File: src/design/sfd_pkg.sv
// Shared types and constants for the serial frame deframer.
// No dependencies; every other file of the block but sfd_checker imports this package.
`default_nettype none

package sfd_pkg;

	// Configuration register map (byte address is 4 times the index).
	localparam int unsigned NUM_REGS      = 5;
	localparam int unsigned ADDR_WIDTH    = 5;
	localparam logic [2:0]  REG_MAX_LEN   = 3'd0;
	localparam logic [2:0]  REG_HEAD      = 3'd1;
	localparam logic [2:0]  REG_TAIL      = 3'd2;
	localparam logic [2:0]  REG_COMMAND   = 3'd3;
	localparam logic [2:0]  REG_MIN_LEN   = 3'd4;

	// Reset values of the registers.
	localparam logic [11:0] MAX_LEN_RESET = 12'd1500;
	localparam logic [7:0]  HEAD_RESET    = 8'h7E;
	localparam logic [31:0] TAIL_RESET    = 32'hFFFC_FFFF;
	localparam logic [7:0]  COMMAND_RESET = 8'h01;
	localparam logic [15:0] MIN_LEN_RESET = 16'd5;

	localparam int unsigned INDEX_WIDTH_DEFAULT = 12;
	localparam int unsigned MAX_LEN_WIDTH       = 12;

	// Frame positions of the header fields.
	localparam int unsigned POS_LEN_HI    = 1;
	localparam int unsigned POS_LEN_LO    = 2;
	localparam int unsigned POS_COMMAND   = 3;
	localparam int unsigned POS_SERIAL_HI = 4;
	localparam int unsigned POS_SERIAL_LO = 5;
	// The checksum sum picks up the byte five back once this many bytes are in.
	localparam int unsigned POS_SUM_START = 9;
	// Frames shorter than this carry no checkable header.
	localparam int unsigned MIN_CHECK_LEN = 11;

	typedef struct packed {
		logic [11:0] max_frame_len;
		logic [7:0]  head_byte;
		logic [31:0] tail_word;
		logic [7:0]  command_code;
		logic [15:0] min_length_field;
	} cfg_t;

	typedef struct packed {
		logic frame_end;
		logic overflow;
		logic command_ok;
		logic length_ok;
		logic checksum_ok;
	} flags_t;

endpackage

`default_nettype wire

File: src/design/sfd_regs.sv
// APB-style configuration register file of the serial frame deframer.
// Depends on sfd_pkg for the register map and reset values.
`default_nettype none

module sfd_regs (
	input  wire logic                           clk,
	input  wire logic                           arst_n,
	input  wire logic                           psel,
	input  wire logic                           penable,
	input  wire logic                           pwrite,
	input  wire logic [sfd_pkg::ADDR_WIDTH-1:0] paddr,
	input  wire logic [31:0]                    pwdata,
	output logic [31:0]                         prdata,
	output sfd_pkg::cfg_t                       cfg
);
	import sfd_pkg::*;

	cfg_t       cfg_q;
	logic       wr_en;
	logic [2:0] reg_sel;

	assign wr_en   = psel & penable & pwrite;
	assign reg_sel = paddr[ADDR_WIDTH-1:2];
	assign cfg     = cfg_q;

	always_ff @(posedge clk or negedge arst_n) begin
		if (!arst_n) begin
			cfg_q.max_frame_len    <= MAX_LEN_RESET;
			cfg_q.head_byte        <= HEAD_RESET;
			cfg_q.tail_word        <= TAIL_RESET;
			cfg_q.command_code     <= COMMAND_RESET;
			cfg_q.min_length_field <= MIN_LEN_RESET;
		end else if (wr_en) begin
			unique case (reg_sel)
				REG_MAX_LEN: cfg_q.max_frame_len    <= pwdata[11:0];
				REG_HEAD:    cfg_q.head_byte        <= pwdata[7:0];
				REG_TAIL:    cfg_q.tail_word        <= pwdata;
				REG_COMMAND: cfg_q.command_code     <= pwdata[7:0];
				REG_MIN_LEN: cfg_q.min_length_field <= pwdata[15:0];
				default: ;
			endcase
		end
	end

	always_comb begin
		unique case (reg_sel)
			REG_MAX_LEN: prdata = {20'd0, cfg_q.max_frame_len};
			REG_HEAD:    prdata = {24'd0, cfg_q.head_byte};
			REG_TAIL:    prdata = cfg_q.tail_word;
			REG_COMMAND: prdata = {24'd0, cfg_q.command_code};
			REG_MIN_LEN: prdata = {16'd0, cfg_q.min_length_field};
			default:     prdata = 32'd0;
		endcase
	end

endmodule

`default_nettype wire

File: src/design/sfd_core.sv
// Frame tracking state and per-byte result logic of the serial frame deframer.
// Depends on sfd_pkg for the configuration struct, flags and frame positions.
`default_nettype none

module sfd_core #(
	parameter int unsigned INDEX_WIDTH = sfd_pkg::INDEX_WIDTH_DEFAULT
) (
	input  wire logic                   clk,
	input  wire logic                   arst_n,
	input  wire sfd_pkg::cfg_t          cfg,
	input  wire logic                   fire,
	input  wire logic [7:0]             rx_byte,
	output logic                        has_result,
	output logic [INDEX_WIDTH-1:0]      byte_index,
	output logic [INDEX_WIDTH-1:0]      frame_length,
	output logic [15:0]                 serial_number,
	output sfd_pkg::flags_t             flags
);
	import sfd_pkg::*;

	localparam int unsigned LW = (INDEX_WIDTH > MAX_LEN_WIDTH) ? INDEX_WIDTH : MAX_LEN_WIDTH;
	localparam logic [INDEX_WIDTH-1:0] INDEX_MASK = {INDEX_WIDTH{1'b1}};

	logic [INDEX_WIDTH-1:0] position_q, arrival_q;
	logic [31:0]            tail_q;
	logic [7:0]             older_q, sum_q, command_q;
	logic [15:0]            length_q, serial_q;
	logic                   trunc_q;

	logic [INDEX_WIDTH-1:0] position_nx, arrival_nx, limit;
	logic [LW-1:0]          max_ext, mask_ext;
	logic [31:0]            tail_nx;
	logic [7:0]             older_nx, sum_nx, command_nx;
	logic [15:0]            length_nx, serial_nx;
	logic                   trunc_nx, take, stored, done, long_enough;

	always_comb begin
		max_ext  = LW'(cfg.max_frame_len);
		mask_ext = LW'(INDEX_MASK);
		limit    = (max_ext < mask_ext) ? INDEX_WIDTH'(max_ext) : INDEX_MASK;

		take   = (arrival_q != '0) || (rx_byte == cfg.head_byte);
		stored = position_q < limit;

		position_nx = stored ? position_q + 1'b1 : position_q;
		trunc_nx    = trunc_q | ~stored;

		length_nx  = length_q;
		command_nx = command_q;
		serial_nx  = serial_q;
		if (arrival_q == INDEX_WIDTH'(POS_LEN_HI))         length_nx  = {rx_byte, 8'd0};
		else if (arrival_q == INDEX_WIDTH'(POS_LEN_LO))    length_nx  = {length_q[15:8], rx_byte};
		else if (arrival_q == INDEX_WIDTH'(POS_COMMAND))   command_nx = rx_byte;
		else if (arrival_q == INDEX_WIDTH'(POS_SERIAL_HI)) serial_nx  = {rx_byte, 8'd0};
		else if (arrival_q == INDEX_WIDTH'(POS_SERIAL_LO)) serial_nx  = {serial_q[15:8], rx_byte};

		sum_nx     = (arrival_q >= INDEX_WIDTH'(POS_SUM_START)) ? sum_q + older_q : sum_q;
		older_nx   = tail_q[31:24];
		tail_nx    = {tail_q[23:0], rx_byte};
		arrival_nx = (arrival_q != INDEX_MASK) ? arrival_q + 1'b1 : arrival_q;

		done        = tail_nx == cfg.tail_word;
		long_enough = arrival_nx >= INDEX_WIDTH'(MIN_CHECK_LEN);

		has_result        = take && (stored || done);
		byte_index        = stored ? position_q : '0;
		frame_length      = done ? position_nx : '0;
		serial_number     = done ? serial_nx : 16'd0;
		flags.frame_end   = done;
		flags.overflow    = done & trunc_nx;
		flags.command_ok  = done & long_enough & (command_nx == cfg.command_code);
		flags.length_ok   = done & long_enough & (length_nx >= cfg.min_length_field);
		flags.checksum_ok = done & long_enough & (sum_nx == older_nx);
	end

	always_ff @(posedge clk or negedge arst_n) begin
		if (!arst_n) begin
			position_q <= '0;
			arrival_q  <= '0;
			tail_q     <= '0;
			older_q    <= '0;
			sum_q      <= '0;
			command_q  <= '0;
			length_q   <= '0;
			serial_q   <= '0;
			trunc_q    <= 1'b0;
		end else if (fire && take) begin
			if (done) begin
				// The tail closed the frame: start over, waiting for a header.
				position_q <= '0;
				arrival_q  <= '0;
				tail_q     <= '0;
				older_q    <= '0;
				sum_q      <= '0;
				command_q  <= '0;
				length_q   <= '0;
				serial_q   <= '0;
				trunc_q    <= 1'b0;
			end else begin
				position_q <= position_nx;
				arrival_q  <= arrival_nx;
				tail_q     <= tail_nx;
				older_q    <= older_nx;
				sum_q      <= sum_nx;
				command_q  <= command_nx;
				length_q   <= length_nx;
				serial_q   <= serial_nx;
				trunc_q    <= trunc_nx;
			end
		end
	end

endmodule

`default_nettype wire

File: src/design/serial_frame_deframer.sv
// Top level of the serial frame deframer: input register, frame logic, result register.
// Depends on sfd_pkg, sfd_regs and sfd_core.
`default_nettype none

// The deframer takes one received byte per item and sustains one item per clock
// cycle. An accepted byte sits in an input register; the frame logic then updates
// its running state and, when the byte is stored or closes a frame, writes one
// result item into the output register, from which the result is presented.
// Bytes outside a frame and bytes past max_frame_len that do not close the frame
// produce no item. The input side keeps accepting while a finished result waits
// for out_ready; it stalls only when both the input register and the output
// register are full. The rate is set by the single state update of the frame
// logic per byte. Configuration registers are written through the APB-style port
// and must only change while no item is in flight.
module serial_frame_deframer #(
	parameter int unsigned INDEX_WIDTH = sfd_pkg::INDEX_WIDTH_DEFAULT
) (
	input  wire logic                           clk,
	input  wire logic                           arst_n,
	// Configuration port
	input  wire logic                           psel,
	input  wire logic                           penable,
	input  wire logic                           pwrite,
	input  wire logic [sfd_pkg::ADDR_WIDTH-1:0] paddr,
	input  wire logic [31:0]                    pwdata,
	output logic [31:0]                         prdata,
	output logic                                pready,
	// Received bytes
	input  wire logic                           in_valid,
	output logic                                in_ready,
	input  wire logic [7:0]                     rx_byte,
	// Result items
	output logic                                out_valid,
	input  wire logic                           out_ready,
	output logic [7:0]                          out_byte,
	output logic [INDEX_WIDTH-1:0]              byte_index,
	output logic                                frame_end,
	output logic [INDEX_WIDTH-1:0]              frame_length,
	output logic                                overflow,
	output logic                                command_ok,
	output logic                                length_ok,
	output logic                                checksum_ok,
	output logic [15:0]                         serial_number
);
	import sfd_pkg::*;

	cfg_t                   cfg;
	flags_t                 core_flags, flags_s2;
	logic                   valid_s1, valid_s2, advance, has_result;
	logic [7:0]             byte_s1, byte_s2;
	logic [INDEX_WIDTH-1:0] core_index, core_length, index_s2, length_s2;
	logic [15:0]            core_serial, serial_s2;

	assign pready = 1'b1;

	sfd_regs u_regs (
		.clk    (clk),
		.arst_n (arst_n),
		.psel   (psel),
		.penable(penable),
		.pwrite (pwrite),
		.paddr  (paddr),
		.pwdata (pwdata),
		.prdata (prdata),
		.cfg    (cfg)
	);

	// The byte in the input register is processed once the output register can
	// take whatever result it might produce.
	assign advance  = valid_s1 && (!valid_s2 || out_ready);
	assign in_ready = !valid_s1 || advance;

	always_ff @(posedge clk or negedge arst_n) begin
		if (!arst_n) begin
			valid_s1 <= 1'b0;
		end else if (in_ready) begin
			valid_s1 <= in_valid;
		end
	end

	always_ff @(posedge clk) begin
		if (in_ready && in_valid) begin
			byte_s1 <= rx_byte;
		end
	end

	sfd_core #(
		.INDEX_WIDTH(INDEX_WIDTH)
	) u_core (
		.clk          (clk),
		.arst_n       (arst_n),
		.cfg          (cfg),
		.fire         (advance),
		.rx_byte      (byte_s1),
		.has_result   (has_result),
		.byte_index   (core_index),
		.frame_length (core_length),
		.serial_number(core_serial),
		.flags        (core_flags)
	);

	// Output register: loaded with a result, or emptied when its item is taken
	// and nothing new arrives behind it.
	always_ff @(posedge clk or negedge arst_n) begin
		if (!arst_n) begin
			valid_s2 <= 1'b0;
		end else if (advance) begin
			valid_s2 <= has_result;
		end else if (out_ready) begin
			valid_s2 <= 1'b0;
		end
	end

	always_ff @(posedge clk) begin
		if (advance && has_result) begin
			byte_s2   <= byte_s1;
			index_s2  <= core_index;
			length_s2 <= core_length;
			serial_s2 <= core_serial;
			flags_s2  <= core_flags;
		end
	end

	assign out_valid     = valid_s2;
	assign out_byte      = byte_s2;
	assign byte_index    = index_s2;
	assign frame_end     = flags_s2.frame_end;
	assign frame_length  = length_s2;
	assign overflow      = flags_s2.overflow;
	assign command_ok    = flags_s2.command_ok;
	assign length_ok     = flags_s2.length_ok;
	assign checksum_ok   = flags_s2.checksum_ok;
	assign serial_number = serial_s2;

endmodule

`default_nettype wire

File: config.mk
export PLATFORM = sky130hd
export DESIGN_NAME = serial_frame_deframer
export DESIGN_NICKNAME = d
export VERILOG_FILES = /design/src/design/sfd_pkg.sv /design/src/design/sfd_regs.sv /design/src/design/sfd_core.sv /design/src/design/serial_frame_deframer.sv
export SDC_FILE = /design/constraint.sdc
export NUM_CORES = 1
export LEC_CHECK = 0
export ABC_AREA = 1
export BUFFER_PORTS_ARGS = -buffer_cell sky130_fd_sc_hd__buf_2
export CAP_MARGIN = 20
export CORE_MARGIN = 2
export CORE_UTILIZATION = 52
export CTS_CLUSTER_DIAMETER = 80
export DETAILED_ROUTE_END_ITERATION = 10
export PLACE_DENSITY = 0.72
export SYNTH_ARGS = -nofsm -noshare
export SYNTH_HDL_FRONTEND = slang
export SYNTH_SLANG_ARGS = --single-unit
File: constraint.sdc
create_clock -name clk -period 5.61 [get_ports clk]
set_clock_uncertainty 0.1 [all_clocks]
set_input_delay 0.561 -clock clk [delete_from_list [all_inputs] [get_ports clk]]
set_output_delay 0.561 -clock clk [all_outputs]
set_load 0.05 [all_outputs]
==> results of run 1 <==
placed cells by master (no fill, tap or decap), drive strengths merged, types with 11 or more instances in the layout:
cell type,instances
a21oi,37
buf,150
clkbuf,32
clkinv,11
dfrtp,145
dfstp,46
edfxtp,61
ha,40
inv,219
nand2,452
nand3,50
nand4,37
nor2,104
o211ai,12
o21ai,223
xor2,11
cell type report:
class | count | area, um2
multi-input combinational | 1027 | 5120
timing repair buffer | 150 | 812
fill | 2072 | 9530
tap | 324 | 405
inverter | 220 | 826
clock buffer | 32 | 747
sequential | 252 | 6670
clock inverter | 20 | 215
metal layers:
metal | vias up | GRT usage (%) | wire (um)
met4 | 0 | 8.85 | 988
met5 | - | 0 | 0
met2 | 405 | 39.8 | 15100
met1 | 5179 | 37.0 | 14600
met3 | 76 | 4.13 | 2510
li1 | 5311 | - | -
report_power, final:
| part | leakage, nW | internal [mW] | switching [mW] | total [mW] |
|---|---|---|---|---|
| registers | 2.93 | 2.60 | 0.401 | 3.00 |
| clock network | 0.453 | 1.10 | 0.786 | 1.89 |
| logic | 3.80 | 0.984 | 2.53 | 3.51 |
critical path, delay by kind of cell, from the launching register on:
kind	cells	cell delay [ns]
AO/OA/AOI/OAI	5	1.16
flip-flops	1	0.43
AND/OR/NAND/NOR	7	1.00
adder cells (fa/ha/maj)	2	0.55
buffers and inverters	1	0.20
state kept, by name, summed over array words and instances (netlist names), 8 cells and up:
signal             cells
u_regs.cfg            76
u_core.tail_q         32
serial_number         16
u_core.length_q       16
u_core.serial_q       16
byte_index            12
frame_length          12
u_core.arrival_q      12
u_core.position_q     12
byte_s1                8
out_byte               8
u_core.command_q       8
u_core.older_q         8
u_core.sum_q           8
per-stage QoR:
stage               hold slack (ns)  total power, mW  setup slack [ns]  util, %
finish                     -0.00909             8.40              1.88     60.8
CTS                          0.0378             8.40              2.02     60.7
detailed placement            0.366             6.49              2.03     56.7
floorplan                     0.165             5.63              1.14        -
global placement              0.367             6.38              2.08     56.7
global route                 0.0543             8.96              1.62     60.8
worst max-delay path by stage:
stage                                to  slack, ns
final                         length_ok       1.88
after global routing          length_ok       1.62
after CTS                     length_ok       2.02
after detailed placement      length_ok       2.03
after global placement        length_ok       2.08
after floorplan           byte_index[0]       1.14
cell families after synthesis:
| logic type | after synthesis | synth area share (%) |
|---|---|---|
| and+or+nand+nor | 663 | 21.5 |
| AOI/OAI and AO/OA | 301 | 12.5 |
| buffers and inverters | 277 | 8.60 |
| DFF | 252 | 51.8 |
| adders and majority gates | 41 | 4.04 |
| xor gates and xnor gates | 21 | 1.43 |
| other | 1 | 0.0291 |
synth_stat cells (2+ instances only):
cell and count:
o22ai_1 10, buf_2 18, o21ai_0 189, nand3_2 3, nand2_1 447, ha_1 40
dfstp_2 46, nor2_2 4, buf_1 2, a221oi_1 6, dfrtp_1 145, edfxtp_1 61
xor2_1 11, nand3b_1 3, o221ai_1 4, nand4_1 37, nor3_1 9, nand3_1 47
inv_1 214, nor2_1 97, buf_4 2, nor4_1 5, a21boi_0 2, o2111ai_1 2
inv_2 5, xnor2_1 10, o211ai_1 12, a22oi_1 2, buf_6 5, a21oi_1 37
o21ai_1 33, nand2_2 4, clkbuf_1 30, nor2_8 2
==> flow_metrics.py, run 1 <==
metrics = {
    "outcome": {
        "status": "finished with violations",
        "violations": "negative hold slack",
    },
    "finish": {
        "num_antenna_cells": 0,
        "drive_gt1_share_pct": 15.9,
        "fin_cells": 2025,
        "design_area_um2": 14800,
        "area_growth_pct": 14.9,
        "finalNetCount": 1772,
    },
    "worst_setup_path": {
        "worst_path_max_delay_cell": "nand3_2",
        "critPathMaxFanout": 33,
        "worstReg2RegEnd": "length_ok",
        "critPathMaxStageDelay_ns": 0.54,
        "critPathKind": "flip-flop to flip-flop",
        "path_cells": "inv_1 -> ha_1 -> nand3_2 -> o211ai_1 -> ha_1 -> o21ai_0 -> a21oi_1 -> nor2_1 -> o21ai_0 -> nand2_1 -> nand2_1 -> nand2_1 -> nand2_1 -> a21oi_1 -> nor2_1",
        "start_kind": "flip-flop",
        "end_kind": "flip-flop",
        "rr_worst_depth": 15,
        "rr_startpoint": "u_core.arrival_q[1]",
        "crit_arrival_ns": 3.89,
        "cp.required_ns": 5.78,
        "cp-startpoint": "u_core.arrival_q[1]",
        "rrSetupSlack_ns": 1.88,
        "crit_path_frequent_cell": "nand2_1",
    },
    "yosys": {
        "syn_avg_cell_area_um2": 8.27,
        "ys_seq_area_share_pct": 51.8,
        "async_reset_ff_share_pct": 75.8,
        "synth.distinct_cells": 46,
        "synth_top_area_share_pct": 28.2,
        "ys_ff_latch": 252,
        "syn_inst": 1556,
        "syn-cell-area_um2": 12900,
        "netlist_top_cells_area": "dfrtp_1, edfxtp_1, nand2_1, dfstp_2, o21ai_0",
        "synth_top_cell_by_area": "dfrtp_1",
        "dominantRegCellSynth": "dfrtp_1",
        "syn_nets": 1649,
        "synth_edf_count": 61,
        "ys_warn_count": 0,
    },
    "pwr": {
        "p_per_area_nw_per_um2": 568,
        "p_leak_nw": 7.18,
        "ir_drop_mv": 0.297,
    },
    "clocking": {
        "cts_buffer_depth": 3,
        "ctsResizeCount": 0,
        "root_buffer": "clkbuf_16",
        "post_cts_buffers": 0,
        "postCtsHoldBufs": 0,
        "worstSkewPairLatency_ns": 0.55,
        "path_clk_slew_ns": 0.06,
        "cts_tree": "yes",
        "cts_made_buffers": 28,
        "clock-sinks": 252,
        "htree_levels": 1,
    },
    "floorplanning": {
        "die_x_um": 161,
        "core-area_um2": 24300,
        "pin_count": 140,
        "initial_core_util_pct": 52.9,
        "num_rows": 57,
        "dieHeight_um": 161,
        "dieArea_um2": 26000,
    },
    "run": {
        "maxCapViolCount": 0,
    },
    "timing": {
        "whs_ns": -0.00909,
        "fin_setup_tns_ns": 0,
        "maxSlewHeadroom_pct": 37.1,
        "rsz0062_at_grt": "false",
        "final.period_utilization_pct": 66.4,
        "setup_viol": 0,
        "timing.fmax_ghz": 0.268,
        "post-route-min-period_ns": 3.73,
        "drv_slew": 0,
        "worstMarginPinSlew_ns": 0.941,
        "final-hold-violation-count": 2,
    },
    "place": {
        "portBuffers": 136,
        "finalWeightedCongestion": 0.910,
        "dpl_cell_area_um2": 13800,
        "dp.cells": 1972,
        "place.detailed.hpwl_um": 23100,
    },
    "global_routing": {
        "antenna_found_initial": 0,
        "grt_first_pass_wirelength_um": 53600,
        "overflow": 0,
        "grt_usage_pct": 25.7,
        "grt_pass1_vias": 10276,
        "grt_max_degree": 95,
    },
    "drt": {
        "vias": 10971,
        "wire_per_inst_um": 16.4,
        "drtAntennaViolNets": 0,
        "first_pass_iters": 6,
        "viasPerCell": 5.42,
        "wirelength_um": 33200,
        "drtIter0Drc": 898,
        "drcViolationCount": 0,
    },
    "worst_hold_path": {
        "worstHoldPathType": "primary input to async pin",
    },
}
No activity file was read; power rests on OpenSTA's default activity.
==> run 2, diff against run 1 <==
--- a/config.mk
+++ b/config.mk
@@ -5,7 +5,7 @@
 export SDC_FILE = /design/constraint.sdc
 export NUM_CORES = 1
 export LEC_CHECK = 0
-export ABC_AREA = 1
+export ABC_AREA = 0
 export BUFFER_PORTS_ARGS = -buffer_cell sky130_fd_sc_hd__buf_2
 export CAP_MARGIN = 20
 export CORE_MARGIN = 2
==> constraint.sdc (replaced) <==
create_clock -name clk -period 3.77 [get_ports clk]
set_clock_uncertainty 0.1 [all_clocks]
set_input_delay 0.377 -clock clk [delete_from_list [all_inputs] [get_ports clk]]
set_output_delay 0.377 -clock clk [all_outputs]
set_load 0.05 [all_outputs]
==> flow_metrics.py, run 2 <==
metrics = {
    "finish": {
        "area_growth_pct": 18.3,
        "largest_reg_flops": 76,
        "fillers": 2052,
        "drive_gt1_share_pct": 23.1,
        "multi_input_area_um2": 5940,
        "seq_area_um2": 6670,
        "final_common_cell": "nand2_1",
        "design_area_um2": 15500,
        "finalNetCount": 1538,
        "layout_common_cells": "nand2_1, dfrtp_1, buf_2, o21ai_0",
        "num_antenna_cells": 0,
    },
    "worst_setup_path": {
        "critPathKind": "flip-flop to flip-flop",
        "crit_arrival_ns": 3.80,
        "rrSetupSlack_ns": 0.13,
        "start_kind": "flip-flop",
        "crit_end": "length_ok",
        "cp-startpoint": "u_core.arrival_q[4]",
        "end_kind": "flip-flop",
        "cp.required_ns": 3.94,
        "rr_startpoint": "u_core.arrival_q[4]",
        "critPathMaxFanout": 10,
        "worstReg2RegEnd": "length_ok",
        "rr_worst_depth": 13,
    },
    "floorplanning": {
        "core-area_um2": 25000,
        "initial_core_util_pct": 52.4,
        "dieHeight_um": 163,
        "pin_count": 140,
        "dieArea_um2": 26400,
        "die_x_um": 163,
        "num_rows": 58,
    },
    "global_routing": {
        "grt_usage_pct": 25.6,
        "antenna_found_initial": 0,
        "grt_pass1_vias": 10112,
        "grt_first_pass_wirelength_um": 54100,
        "overflow": 0,
        "grt_max_degree": 84,
    },
    "drt": {
        "drtAntennaViolNets": 0,
        "drcViolationCount": 0,
        "wire_per_inst_um": 18.6,
        "viasPerCell": 5.77,
        "vias": 10360,
        "first_pass_iters": 5,
        "wirelength_um": 33400,
        "drtIter0Drc": 873,
    },
    "timing": {
        "maxSlewHeadroom_pct": 27.1,
        "post-route-min-period_ns": 3.64,
        "timing.fmax_ghz": 0.275,
        "final.period_utilization_pct": 96.4,
        "final-hold-violation-count": 0,
        "whs_ns": 0.0166,
        "setup_viol": 0,
        "drv_slew": 0,
        "worstMarginPinSlew_ns": 1.08,
    },
    "yosys": {
        "dominantRegCellSynth": "dfrtp_1",
        "syn_nets": 1374,
        "synth.distinct_cells": 75,
        "synth.most_common_cell": "nand2_1",
        "synth_top_area_share_pct": 27.7,
        "ys_ff_latch": 252,
        "ys_seq_area_share_pct": 51.0,
        "syn_inst": 1281,
        "synth_edf_count": 61,
        "syn_avg_cell_area_um2": 10.2,
        "synthTopCellsByCount": "nand2_1, dfrtp_1, o21ai_0",
        "synth_top_cell_by_area": "dfrtp_1",
        "syn-cell-area_um2": 13100,
        "netlist_top_cells_area": "dfrtp_1, edfxtp_1, dfstp_2, nand2_1, mux2_2",
        "async_reset_ff_share_pct": 75.8,
        "ys_warn_count": 0,
    },
    "clocking": {
        "cts_made_buffers": 27,
        "post_cts_buffers": 0,
        "path_clk_slew_ns": 0.06,
        "cts_tree": "yes",
        "cts_buffer_depth": 3,
        "worstSkewPairLatency_ns": 0.54,
        "clock-sinks": 252,
        "root_buffer": "clkbuf_16",
        "htree_levels": 1,
    },
    "place": {
        "portBuffers": 136,
        "place.detailed.hpwl_um": 22800,
        "finalWeightedCongestion": 0.888,
        "dpl_cell_area_um2": 14200,
    },
    "pwr": {
        "p_per_area_nw_per_um2": 758,
        "p_leak_nw": 6.99,
        "ir_drop_mv": 0.359,
    },
    "worst_hold_path": {
        "worstHoldPathType": "primary input to flip-flop",
    },
    "outcome": {
        "status": "finished clean",
    },
    "run": {
        "maxCapViolCount": 0,
    },
}
run 2: worst min path at each step:
stage | from | endpoint | slack (ns) | cells past startpoint
final | out_ready | out_valid | 0.02 | 3
after global routing | pwdata[5] | u_regs.cfg[69] | 0.03 | 3
after CTS | out_ready | out_valid | 0.002 | 3
after detailed placement | byte_s1[0] | out_byte[0] | 0.33 | 0
after global placement | byte_s1[0] | out_byte[0] | 0.33 | 0
after floorplan | arst_n | out_valid | -0.02 | 0
run 2: power breakdown:
| part | switching, mW | internal [mW] |
|---|---|---|
| sequential | 0.739 | 3.76 |
| clock | 1.07 | 1.58 |
| combinational | 2.83 | 1.73 |
run 2: repair_timing:
| action | 4_1_cts | 5_1_grt |
|---|---|---|
| endpoints found under the setup margin | 0 | 1 |
| hold buffers | 38 | 0 |
| endpoints found under the hold margin | 110 | 0 |
| gates resized for setup | 0 | 4 |
run 2: routing by layer:
layer  GRT usage [%]  share of wire (%)
met3            3.41                6.9
met1            37.3                 45
met2            40.4                 46
met5               0                  0
met4            7.72                2.4
run 2: logic make-up (layout without fill, tap and decap cells):
logic type,after synthesis,count (layout),synth area share (%)
other cells,1,1,0.0287
compound gates,261,261,13.0
xor+xnor,71,71,4.75
fa+ha+maj,41,41,3.98
simple gates,446,446,16.1
mux,88,88,7.38
flops,252,252,51.0
buf+inv,121,306,3.86
run 2: final cells by class:
cell class	count	area share, %
Clock buffer	37	4.80
Multi-Input combinational cell	908	38.4
Tap cell	330	2.67
Timing Repair Buffer	210	8.97
Clock inverter	13	0.922
Sequential cell	252	43.1
Inverter	46	1.12
run 2: per-stage QoR:
step | TNS (ns) | std cells | total power [mW] | util (%) | worst slack, ns
after floorplan | 0 | 1281 | 7.82 | - | 0.110
after global placement | 0 | 1708 | 8.84 | 56.8 | 0.189
after detailed placement | 0 | 1708 | 8.99 | 56.8 | 0.139
after CTS | 0 | 1796 | 11.7 | 61.9 | 0.0773
after global routing | -0.00187 | 1796 | 12.4 | 62.0 | -0.00187
final | 0 | 1796 | 11.7 | 62.0 | 0.135
run 2: critical path: stages, from the launching register on:
cell and delay (ns):
dfrtp_1 0.44, or4_4 0.53, or3_4 0.41, nor3_4 0.26
nand2_4 0.14, mux2_4 0.33, nand2_1 0.10, ha_1 0.23
o21ai_1 0.17, a21oi_1 0.11, a21oi_1 0.14, a21oi_1 0.10
o41ai_2 0.20, a21oi_1 0.10
==> run 3, diff against run 2 <==
--- a/config.mk
+++ b/config.mk
@@ -12,6 +12,7 @@
 export CORE_UTILIZATION = 52
 export CTS_CLUSTER_DIAMETER = 80
 export DETAILED_ROUTE_END_ITERATION = 10
+export GPL_TIMING_DRIVEN = 0
 export PLACE_DENSITY = 0.72
 export SYNTH_ARGS = -nofsm -noshare
 export SYNTH_HDL_FRONTEND = slang
==> flow_metrics.py, run 3 (synthesized netlist as in run 2, its figures left out) <==
metrics = {
    "place": {
        "dpl_cell_area_um2": 14200,
        "place.detailed.hpwl_um": 25000,
        "finalWeightedCongestion": 0.892,
        "place_ws_ns": -0.248,
        "portBuffers": 136,
    },
    "floorplanning": {
        "dieHeight_um": 163,
        "num_rows": 58,
        "die_x_um": 163,
        "initial_core_util_pct": 52.4,
        "pin_count": 140,
        "dieArea_um2": 26400,
        "core-area_um2": 25000,
    },
    "pwr": {
        "ir_drop_mv": 0.437,
        "clock_power_share_pct": 23.8,
        "p_leak_nw": 7.01,
        "p_comb_share_pct": 39.5,
        "p_per_area_nw_per_um2": 772,
        "switching_share_pct": 39.6,
        "p_switching_mw": 4.81,
        "seqPwrFrac_pct": 36.7,
        "internal-power_mw": 7.32,
    },
    "global_routing": {
        "grt_usage_pct": 27.2,
        "grt_pass1_vias": 10357,
        "grt_max_degree": 106,
        "antenna_found_initial": 0,
        "grt_first_pass_wirelength_um": 56300,
        "overflow": 0,
    },
    "worst_setup_path": {
        "worst_path_max_delay_cell": "or4_4",
        "rrSetupSlack_ns": 0.12,
        "crit_arrival_ns": 3.80,
        "path_cells": "buf_6 -> or4_4 -> or3_4 -> nor3_4 -> buf_6 -> buf_6 -> nand3_1 -> a21oi_2 -> ha_1 -> o21ai_1 -> nor2_1 -> o2111ai_1 -> a21oi_2 -> o41ai_2 -> a21oi_2",
        "cp-startpoint": "u_core.arrival_q[10]",
        "worstReg2RegEnd": "length_ok",
        "start_kind": "flip-flop",
        "critPathKind": "flip-flop to flip-flop",
        "rr_worst_depth": 15,
        "end_kind": "flip-flop",
        "critPathMaxFanout": 8,
        "cp.required_ns": 3.92,
        "critPathMaxStageDelay_ns": 0.48,
        "rr_startpoint": "u_core.arrival_q[10]",
    },
    "drt": {
        "wirelength_um": 35900,
        "vias": 10692,
        "viasPerCell": 5.80,
        "first_pass_iters": 5,
        "drcViolationCount": 0,
        "wire_per_inst_um": 19.5,
        "drtIter0Drc": 813,
        "drtAntennaViolNets": 0,
    },
    "timing": {
        "post-route-min-period_ns": 3.65,
        "worstMarginPinSlew_ns": 0.893,
        "final-hold-violation-count": 0,
        "rsz0062_at_grt": "true",
        "timing.fmax_ghz": 0.274,
        "fin_setup_tns_ns": 0,
        "worst_slack_ns": 0.121,
        "final.period_utilization_pct": 96.8,
        "drv_slew": 0,
        "whs_ns": 0.0202,
        "maxSlewHeadroom_pct": 39.7,
        "setup_viol": 0,
    },
    "run": {
        "maxCapViolCount": 0,
    },
    "worst_hold_path": {
        "hp-start": "pwdata[4]",
        "hold_end": "u_regs.cfg[68]",
        "whs_path_depth": 3,
        "worstHoldPathType": "primary input to flip-flop",
    },
    "finish": {
        "finalNetCount": 1584,
        "largest_reg_flops": 76,
        "area_growth_pct": 20.1,
        "design_area_um2": 15700,
        "layout_common_cells": "nand2_1, dfrtp_1, buf_2, nor2_1, o21ai_0",
        "final_common_cell": "nand2_1",
        "drive_gt1_share_pct": 22.4,
        "fin_util_pct": 62.9,
        "fillers": 2119,
        "num_antenna_cells": 0,
    },
    "clocking": {
        "cts_tree": "yes",
        "cts_made_buffers": 27,
        "clock-sinks": 252,
        "path_clk_slew_ns": 0.06,
        "cts_buffer_depth": 3,
        "root_buffer": "clkbuf_16",
        "worstSkewPairLatency_ns": 0.54,
        "htree_levels": 1,
    },
    "outcome": {
        "status": "finished clean",
    },
}
## run 3: changes by cell type in the layout (fill, tap and decap cells not counted), moves of 4 or more
| cell | delta |
|---|---|
| buf_4 | -25 |
| clkbuf_1 | +46 |
| a21oi_2 | +4 |
| a21oi_1 | -4 |
| buf_2 | +8 |
| buf_1 | +7 |
| buf_6 | +5 |
## run 3: area by class of cell
type	count	area, um2	area share [%]
sequential	252	6670	42.5
tap	330	413	2.63
multi-input combinational	908	5960	38.0
inverter	46	173	1.10
clock buffer	33	751	4.78
timing repair buffer	183	1170	7.48
buffer	73	339	2.16
clock inverter	17	223	1.42
## run 3: worst max-delay path, delay by kind of cell, from the launching register on
kind,cells,cell delay (ns)
buffers and inverters,3,0.42
flip-flops,1,0.37
adder cells (fa/ha/maj),1,0.25
AO/OA/AOI/OAI,6,1.03
AND/OR/NAND/NOR,5,1.19
## run 3: power by group through the flow
| stage | clock, mW | combinational, mW | sequential, mW |
|---|---|---|---|
| global route | 3.02 | 5.25 | 4.54 |
| floorplan | 0 | 3.03 | 4.79 |
| global placement | 0 | 4.44 | 4.45 |
| detailed placement | 0 | 4.59 | 4.45 |
| CTS | 2.91 | 4.76 | 4.42 |
| finish | 2.88 | 4.79 | 4.45 |
## run 3: through the flow
step | power [mW] | std cells
after CTS | 12.1 | 1842
after floorplan | 7.82 | 1281
final | 12.1 | 1842
after detailed placement | 9.04 | 1749
after global routing | 12.8 | 1842
after global placement | 8.88 | 1747
## run 3: per-layer routing
| metal | track usage [%] | routed length [um] | part of all wire, % |
|---|---|---|---|
| met3 | 4.20 | 2530 | 7.0 |
| met2 | 44.0 | 16800 | 47 |
| met5 | 0 | 0 | 0 |
| met4 | 8.41 | 965 | 2.7 |
| met1 | 38.0 | 15600 | 43 |
## run 3: timing repair
action,CTS,global route
pin swaps,9,3
setup endpoints to repair,1,89
endpoints found under the hold margin,133,0
gates resized for setup,17,3
buffers inserted,6,0
cloned,0,0
hold buffers,38,0
## run 3: worst max-delay path by stage
stage                           endpoint  depth (start not counted)
CTS                            length_ok                         15
detailed placement             length_ok                         15
finish                         length_ok                         15
floorplan                  byte_index[0]                          8
global placement    u_core.position_q[4]                          1
global route                   length_ok                         15
